===== src/hw/rtl/soie_pkg.sv =====
`default_nettype none
package soie_pkg;

	localparam int MAX_BYTES = 14;
	localparam int LEN_W     = 4;
	localparam int LINE_W    = 24;

	typedef logic [7:0] byte_t;

	// register indexes of the config port
	localparam logic CFG_DOUBLE_PREFIX = 1'b0;
	localparam logic CFG_QUAD_PREFIX   = 1'b1;

	typedef struct packed {
		byte_t [MAX_BYTES-1:0] bytes;
		logic [LEN_W-1:0]      len;
		logic [LINE_W-1:0]     line;
	} frame_t;

	typedef struct packed {
		logic   valid;
		frame_t frame;
	} frame_bus_t;

	// true when a 32-bit value survives truncation to 8 or 16 signed bits
	function automatic logic fits8(input logic [31:0] v);
		fits8 = (&v[31:7]) | ~(|v[31:7]);
	endfunction

	function automatic logic fits16(input logic [31:0] v);
		fits16 = (&v[31:15]) | ~(|v[31:15]);
	endfunction

endpackage
`default_nettype wire


===== src/hw/rtl/soie_encoder.sv =====
`default_nettype none
module soie_encoder (
	input  wire logic                clk,
	input  wire logic                arst_n,
	input  wire logic                cfg_we,
	input  wire logic                cfg_index,
	input  wire logic [7:0]          cfg_data,
	input  wire logic                in_valid,
	output logic                     in_ready,
	input  wire logic [1:0]          mode,
	input  wire logic [7:0]          opcode,
	input  wire logic [31:0]         operand_first,
	input  wire logic [31:0]         operand_second,
	input  wire logic [31:0]         operand_third,
	input  wire logic [23:0]         source_line,
	input  wire logic                frame_done,
	output soie_pkg::frame_bus_t     frame_bus
);

	typedef enum logic [1:0] {
		WIDTH_1,
		WIDTH_2,
		WIDTH_4
	} width_t;

	logic [7:0] double_prefix_q;
	logic [7:0] quad_prefix_q;

	logic              frame_valid_s1;
	soie_pkg::frame_t  frame_s1;
	soie_pkg::frame_t  frame_next;

	logic [1:0]  count;
	logic        use2;
	logic        use3;
	logic        all8;
	logic        all16;
	width_t      width;
	logic [31:0] ops [3];

	always_ff @(posedge clk or negedge arst_n) begin
		if (!arst_n) begin
			double_prefix_q <= 8'd0;
			quad_prefix_q   <= 8'd1;
		end else if (cfg_we) begin
			unique case (cfg_index)
				soie_pkg::CFG_DOUBLE_PREFIX: double_prefix_q <= cfg_data;
				soie_pkg::CFG_QUAD_PREFIX:   quad_prefix_q   <= cfg_data;
				default: ;
			endcase
		end
	end

	assign ops[0] = operand_first;
	assign ops[1] = operand_second;
	assign ops[2] = operand_third;

	// mode zero counts as one operand
	assign count = (mode == 2'd0) ? 2'd1 : mode;
	assign use2  = (count != 2'd1);
	assign use3  = (count == 2'd3);

	assign all8  = soie_pkg::fits8(ops[0]) & (~use2 | soie_pkg::fits8(ops[1]))
		& (~use3 | soie_pkg::fits8(ops[2]));
	assign all16 = soie_pkg::fits16(ops[0]) & (~use2 | soie_pkg::fits16(ops[1]))
		& (~use3 | soie_pkg::fits16(ops[2]));

	always_comb begin
		if (all8)
			width = WIDTH_1;
		else if (all16)
			width = WIDTH_2;
		else
			width = WIDTH_4;
	end

	// bytes past len are never read
	always_comb begin
		frame_next       = '0;
		frame_next.line  = source_line;
		unique case (width)
			WIDTH_1: begin
				frame_next.bytes[0] = opcode;
				for (int i = 0; i < 3; i++)
					frame_next.bytes[1+i] = ops[i][7:0];
				frame_next.len = soie_pkg::LEN_W'(count) + soie_pkg::LEN_W'(1);
			end
			WIDTH_2: begin
				frame_next.bytes[0] = double_prefix_q;
				frame_next.bytes[1] = opcode;
				for (int i = 0; i < 3; i++)
					for (int j = 0; j < 2; j++)
						frame_next.bytes[2+2*i+j] = ops[i][8*j +: 8];
				frame_next.len = {1'b0, count, 1'b0} + soie_pkg::LEN_W'(2);
			end
			default: begin
				frame_next.bytes[0] = quad_prefix_q;
				frame_next.bytes[1] = opcode;
				for (int i = 0; i < 3; i++)
					for (int j = 0; j < 4; j++)
						frame_next.bytes[2+4*i+j] = ops[i][8*j +: 8];
				frame_next.len = {count, 2'b00} + soie_pkg::LEN_W'(2);
			end
		endcase
	end

	// a new word may land in the cycle the serializer takes the last byte
	assign in_ready = ~frame_valid_s1 | frame_done;

	always_ff @(posedge clk or negedge arst_n) begin
		if (!arst_n) begin
			frame_valid_s1 <= 1'b0;
		end else if (in_valid && in_ready) begin
			frame_valid_s1 <= 1'b1;
		end else if (frame_done) begin
			frame_valid_s1 <= 1'b0;
		end
	end

	always_ff @(posedge clk) begin
		if (in_valid && in_ready)
			frame_s1 <= frame_next;
	end

	assign frame_bus.valid = frame_valid_s1;
	assign frame_bus.frame = frame_s1;

endmodule
`default_nettype wire


===== src/hw/rtl/soie_serializer.sv =====
`default_nettype none
module soie_serializer (
	input  wire logic                clk,
	input  wire logic                arst_n,
	input  wire soie_pkg::frame_bus_t frame_bus,
	output logic                     frame_done,
	output logic                     out_valid,
	input  wire logic                out_ready,
	output logic [7:0]               code_byte,
	output logic [23:0]              byte_line,
	output logic                     last_byte
);

	logic [soie_pkg::LEN_W-1:0] idx_q;
	logic                       out_valid_q;
	logic [7:0]                 byte_q;
	logic [23:0]                line_q;
	logic                       last_q;
	logic                       load;
	logic                       at_last;

	assign load    = frame_bus.valid & (~out_valid_q | out_ready);
	assign at_last = (idx_q == frame_bus.frame.len - soie_pkg::LEN_W'(1));
	assign frame_done = load & at_last;

	always_ff @(posedge clk or negedge arst_n) begin
		if (!arst_n) begin
			idx_q       <= '0;
			out_valid_q <= 1'b0;
		end else if (load) begin
			out_valid_q <= 1'b1;
			idx_q       <= at_last ? '0 : idx_q + soie_pkg::LEN_W'(1);
		end else if (out_ready) begin
			out_valid_q <= 1'b0;
		end
	end

	always_ff @(posedge clk) begin
		if (load) begin
			byte_q <= frame_bus.frame.bytes[idx_q];
			line_q <= frame_bus.frame.line;
			last_q <= at_last;
		end
	end

	assign out_valid = out_valid_q;
	assign code_byte = byte_q;
	assign byte_line = line_q;
	assign last_byte = last_q;

	// read pointer stays inside the held frame
	assert property (@(posedge clk) disable iff (!arst_n)
		frame_bus.valid |-> idx_q < frame_bus.frame.len)
		else $error("byte index past frame length");

	// between frames the pointer sits at the first byte
	assert property (@(posedge clk) disable iff (!arst_n)
		frame_done |=> idx_q == '0)
		else $error("byte index not rewound after last byte");

	// a stalled output word is not overwritten
	assert property (@(posedge clk) disable iff (!arst_n)
		out_valid_q && !out_ready |=> $stable(byte_q) && $stable(last_q))
		else $error("held output byte changed");

	// every loaded byte is presented as an output word
	assert property (@(posedge clk) disable iff (!arst_n)
		load |=> out_valid_q)
		else $error("loaded byte not presented");

endmodule
`default_nettype wire


===== src/hw/rtl/scaled_operand_instruction_encoder_unit.sv =====
`default_nettype none
// an instruction's word is first registered as the held frame; its first byte then moves to the output register
// throughput: one output byte per cycle while m_axis_tready is high; an instruction is n bytes (2 to 14),
// drained one at a time from the held frame through the single byte-wide output register
// a new instruction is taken in the cycle its predecessor's last byte is loaded
// reset (arst_n low, asynchronous) empties the frame and output registers and sets the
// prefix registers to 0 (two-byte) and 1 (four-byte)
module scaled_operand_instruction_encoder_unit (
	input  wire logic         clk,
	input  wire logic         arst_n,
	input  wire logic         cfg_we,
	input  wire logic         cfg_index,
	input  wire logic [7:0]   cfg_data,
	input  wire logic         s_axis_tvalid,
	output logic              s_axis_tready,
	// mode[1:0], opcode[9:2], operand_first[41:10], operand_second[73:42],
	// operand_third[105:74], source_line[129:106], zero[135:130]
	input  wire logic [135:0] s_axis_tdata,
	output logic              m_axis_tvalid,
	input  wire logic         m_axis_tready,
	// code_byte[7:0], byte_line[31:8]
	output logic [31:0]       m_axis_tdata,
	output logic              m_axis_tlast
);

	soie_pkg::frame_bus_t frame_bus;
	logic                 frame_done;
	logic [7:0]           code_byte;
	logic [23:0]          byte_line;

	soie_encoder u_encoder (
		.clk            (clk),
		.arst_n         (arst_n),
		.cfg_we         (cfg_we),
		.cfg_index      (cfg_index),
		.cfg_data       (cfg_data),
		.in_valid       (s_axis_tvalid),
		.in_ready       (s_axis_tready),
		.mode           (s_axis_tdata[1:0]),
		.opcode         (s_axis_tdata[9:2]),
		.operand_first  (s_axis_tdata[41:10]),
		.operand_second (s_axis_tdata[73:42]),
		.operand_third  (s_axis_tdata[105:74]),
		.source_line    (s_axis_tdata[129:106]),
		.frame_done     (frame_done),
		.frame_bus      (frame_bus)
	);

	soie_serializer u_serializer (
		.clk        (clk),
		.arst_n     (arst_n),
		.frame_bus  (frame_bus),
		.frame_done (frame_done),
		.out_valid  (m_axis_tvalid),
		.out_ready  (m_axis_tready),
		.code_byte  (code_byte),
		.byte_line  (byte_line),
		.last_byte  (m_axis_tlast)
	);

	assign m_axis_tdata = {byte_line, code_byte};

endmodule
`default_nettype wire


===== config.mk =====
export PLATFORM = sky130hd
export DESIGN_NAME = scaled_operand_instruction_encoder_unit
export DESIGN_NICKNAME = d
export VERILOG_FILES = /design/src/hw/rtl/soie_pkg.sv /design/src/hw/rtl/soie_encoder.sv /design/src/hw/rtl/soie_serializer.sv /design/src/hw/rtl/scaled_operand_instruction_encoder_unit.sv
export SDC_FILE = /design/constraint.sdc
export NUM_CORES = 1
export LEC_CHECK = 0
export ABC_AREA = 1
export BUFFER_PORTS_ARGS = -buffer_cell sky130_fd_sc_hd__buf_2
export CAP_MARGIN = 40
export CORE_MARGIN = 1.5
export CORE_UTILIZATION = 45
export DETAILED_ROUTE_END_ITERATION = 8
export GPL_TIMING_DRIVEN = 1
export HOLD_SLACK_MARGIN = 0.03
export PLACE_DENSITY = 0.67
export SLEW_MARGIN = 20
export SYNTH_ARGS = -nofsm -noshare
export SYNTH_HDL_FRONTEND = slang
export SYNTH_SLANG_ARGS = --single-unit

===== constraint.sdc =====
create_clock -name clk -period 11.25 [get_ports clk]
set_input_delay 2.25 -clock clk [delete_from_list [all_inputs] [get_ports clk]]
set_output_delay 2.25 -clock clk [all_outputs]
set_load 0.02 [all_outputs]

==> results list <==
* Initial antenna violation count: 1
- At the worst endpoint, the required time is 9.00 ns.
* Worst-margin pin slew: 0.7646 ns
- Detailed placement ended at an HPWL of 16.02 mm.
- Number of hold buffers added after CTS: 0
- Routed metal-1 wirelength: 10.14 mm
- Of the cells placed in the final design, the portion with a size suffix greater than 1 is 19.88%.
- The later pin in the worst-skew pair is clocked with a latency of 0.43 ns.
- Sorting the synthesized cells by area gives the leading types as sky130_fd_sc_hd__edfxtp_1, sky130_fd_sc_hd__nand2_1, sky130_fd_sc_hd__dfrtp_1.
* Worst stage delay on the critical path: 0.18 ns
* Warnings from Yosys: 0
- Cell count after synthesis: 994
- Average wire length per cell after detail routing: 15.97 µm
- Endpoint type of the worst setup path: output pin
* Number of maximum-capacitance violations: 0
- Clock Path Buffers: 2
- Post-CTS Repair Setup Buffers: 0
- Net count, final: 1311
- Count of fill cells added during filler insertion: 1840
- Hold is met by 0.4194 ns.
* Pin count of the biggest net entering global routing: 77
- Input/output buffers: 178
* Detailed route wirelength on metal3: 1.876 mm
* Final clock period utilization by the worst path: 47.41%
- In this run the horizontal extent of the chip is 146.9 µm.
* WS Path Type: input port to output pin
- Clock slew seen by the registers of the worst setup and hold paths: 0.07 ns
- Summing internal, switching and leakage power gives 2.195 mW.
- For this design the ratio of total power to cell area is 198.4 mW/mm².
- Post-layout minimum cycle time: 5.333 ns
* Commonest register cell after synthesis: sky130_fd_sc_hd__edfxtp_1
- Among all cell types in the netlist, the one instantiated most often is sky130_fd_sc_hd__nand2_1.
* #FFs+latches synth: 195
- Most frequent cells after synthesis: sky130_fd_sc_hd__nand2_1, sky130_fd_sc_hd__edfxtp_1, sky130_fd_sc_hd__nor2_1
- The routed design uses 10.61 mm of met2 wire.
* Layout-stage area growth over the synthesis result: 18.67%
- Post-route cell area: 0.01106 mm²
* Crit path cell chain: buf_2 > inv_1 > nand2_1 > nand2_1 > inv_1 > nand2_1 > nand2_1 > buf_2
* Sequential area share after synthesis: 61.64%
* Number of buffers created by CTS: 17
- Routability-driven placement finished with a final weighted congestion of 0.8252.
- Crit. path cell count: 8
- The floorplan step defined a die boundary enclosing 0.02159 mm².
- The worst-case IR drop observed on VDD is 0.09654 mV.
- Async S/R FF share, synth: 11.28%
- Via count: 7398
- Starting utilization of the core area: 45.93%
- Adding up every negative setup slack in the final design gives 0 ns.
- Vertical die dimension: 146.9 µm
* Final setup violation count: 0
* Leakage: 4.827 nW
- Core region area: 0.02030 mm²
- Post-DRT Antenna Nets: 0
- The final layout contains routed wiring with a total length of 23.03 mm.
- Cell variety after synth: 33
- 0 antenna diodes ended up in the layout.
* Max Slew Vio Count: 0
* Number of buffer and inverter stages on the critical path: 4
- In this run the count of I/O pins placed on the die edge is 185.
- Global routing consumed, over all layers together, 21.62% of the routing resources.
- The worst setup path is launched from an input port.
- The root buffer cell chosen for the clock tree is sky130_fd_sc_hd__clkbuf_16.
- Counting stages on the worst path, the most repeated cell is sky130_fd_sc_hd__nand2_1.
- Proportion of netlist area held by the largest area contributor: 55.72%
* RSZ-0062 raised after global routing: false
- For the worst flop-to-flop path, the logic depth is 14.
- Headroom to the max-slew limit came out at 49.03%.
* Top Family by Delay on Critical Path: simple AND/OR/NAND/NOR gates
* Wire length of the first global-routing pass: 35.71 mm
- Gr ovfl total: 0
- Via count of the first global-routing pass: 6792
- Timing would allow up to 0.1875 GHz.
* Post-place instance area: 0.01043 mm²
- Cell count of the worst hold path: 0
- Number of hold violations in the final report: 0
- In this run, synthesis inferred 173 flip-flops with an integrated enable.
- The synthesized design spends more area on one cell type than any other, namely sky130_fd_sc_hd__edfxtp_1.
- Outcome: finished, final reports clean
- In this run the mean area of a mapped cell was 9.379 µm².
- The initialized floorplan defines 52 standard-cell rows.
- When the netlist entered floorplanning its net count stood at 1146.
- Resize count post-CTS: 0
* Cell with the largest stage delay on the worst path: sky130_fd_sc_hd__nand2_1
- Drt drc: 0
- Dividing the detail-routed via count by the number of cells gives 5.130.
- Along the worst path, the maximum fanout reaches 4.
* DR iter-0 viols: 649
- TritonCTS clock tree: done
- Clk_skew: 0.008978 ns
- Data on the critical path arrives at its endpoint at 3.08 ns.
- The H-tree was split into 4 levels.
- In this run the worst hold path is classified as flip-flop to flip-flop.
- Netlist area before placement: 0.009323 mm²
- In this run the top signal layer used is met4.
* Count of clock tree sinks: 195
* DR pass1 iterations: 5
per-layer routing:
metal  GRT usage, %  vias up
li1               -     3640
met4          6.950        0
met2          33.75      305
met5              0        -
met1          30.25     3431
met3          4.783       22
final cells by class:
class	instances	area (µm²)	share of cell area, %
Multi-Input combinational cell	644	2934	26.52
Tap cell	270	337.8	3.054
Sequential cell	195	5747	51.95
Clock inverter	15	163.9	1.482
Clock buffer	17	425.4	3.845
Timing Repair Buffer	190	1039	9.387
Inverter	111	416.7	3.766
placed cells by master (no fill, tap or decap), types with 2 or more instances in the layout:
master,Yosys,final
sky130_fd_sc_hd__clkinv_1,2,2
sky130_fd_sc_hd__buf_12,0,3
sky130_fd_sc_hd__o21ai_0,74,74
sky130_fd_sc_hd__o32ai_1,11,11
sky130_fd_sc_hd__o211ai_1,7,7
sky130_fd_sc_hd__inv_8,0,3
sky130_fd_sc_hd__nand3_1,82,82
sky130_fd_sc_hd__o21a_1,4,4
sky130_fd_sc_hd__dfrtp_1,21,21
sky130_fd_sc_hd__nand3_4,2,2
sky130_fd_sc_hd__nand4_1,4,4
sky130_fd_sc_hd__clkbuf_16,0,17
sky130_fd_sc_hd__ha_1,2,2
sky130_fd_sc_hd__xnor2_1,2,2
sky130_fd_sc_hd__buf_2,18,178
sky130_fd_sc_hd__inv_6,0,5
sky130_fd_sc_hd__buf_4,1,8
sky130_fd_sc_hd__clkinv_4,0,2
sky130_fd_sc_hd__o221ai_1,5,5
sky130_fd_sc_hd__o2111ai_1,4,4
sky130_fd_sc_hd__clkinvlp_4,0,3
sky130_fd_sc_hd__inv_2,4,4
sky130_fd_sc_hd__nor2_1,134,134
sky130_fd_sc_hd__inv_1,105,105
sky130_fd_sc_hd__nor3_1,8,8
sky130_fd_sc_hd__nand2_1,271,271
sky130_fd_sc_hd__mux2i_1,5,5
sky130_fd_sc_hd__o21ai_1,19,19
sky130_fd_sc_hd__xor2_1,4,4
sky130_fd_sc_hd__edfxtp_1,173,173
flip-flops by register name, summed over array words and instances (netlist names), 4 cells and up:
signal	cells
u_encoder.quad_prefix_q	8
u_serializer.code_byte	8
u_serializer.idx_q	4
u_encoder.double_prefix_q	8
u_serializer.byte_line	24
u_encoder.frame_bus	140
path summary, 6_finish.rpt:
check / from / to / slack (ns)
max in group asynchronous: arst_n / u_encoder.quad_prefix_q[0] / 9.09
worst min-delay path: u_encoder.frame_bus[5] / u_serializer.byte_line[5] / 0.42
worst max-delay path: m_axis_tready / s_axis_tready / 5.92
worst min register to register: u_encoder.frame_bus[5] / u_serializer.byte_line[5] / 0.42
worst max register to register: u_serializer.idx_q[0] / u_encoder.frame_bus[98] / 7.12
min in group asynchronous: arst_n / u_encoder.quad_prefix_q[3] / 1.80
logic make-up after synthesis:
logic type	synth area share [%]
and+or+nand+nor	22.17
DFF	61.64
buffers and inverters	7.006
AOI/OAI and AO/OA	7.811
xor gates and xnor gates	0.5637
muxes	0.5369
adders and majority gates	0.2684
report_power, final:
| part | internal, mW | switching, mW | total, mW |
|---|---|---|---|
| sequential | 0.938 | 0.0389 | 0.977 |
| combinational | 0.189 | 0.426 | 0.616 |
| clock | 0.316 | 0.287 | 0.603 |
through the flow:
step | util, % | worst slack (ns) | std cells
after floorplan | - | 0.4851 | 994
after global placement | 51.13 | 5.941 | 1405
after detailed placement | 51.36 | 5.918 | 1408
after CTS | 54.27 | 5.914 | 1440
after global routing | 54.50 | 5.806 | 1442
final | 54.50 | 5.917 | 1442
worst reg2reg max path, delay by kind of cell (launching register included):
kind / cells / cell delay, ns
compound gates: 1 / 0.22
buf+inv: 8 / 2.73
flops: 1 / 0.32
simple gates: 5 / 0.51
(Power assumes the default switching activity.)
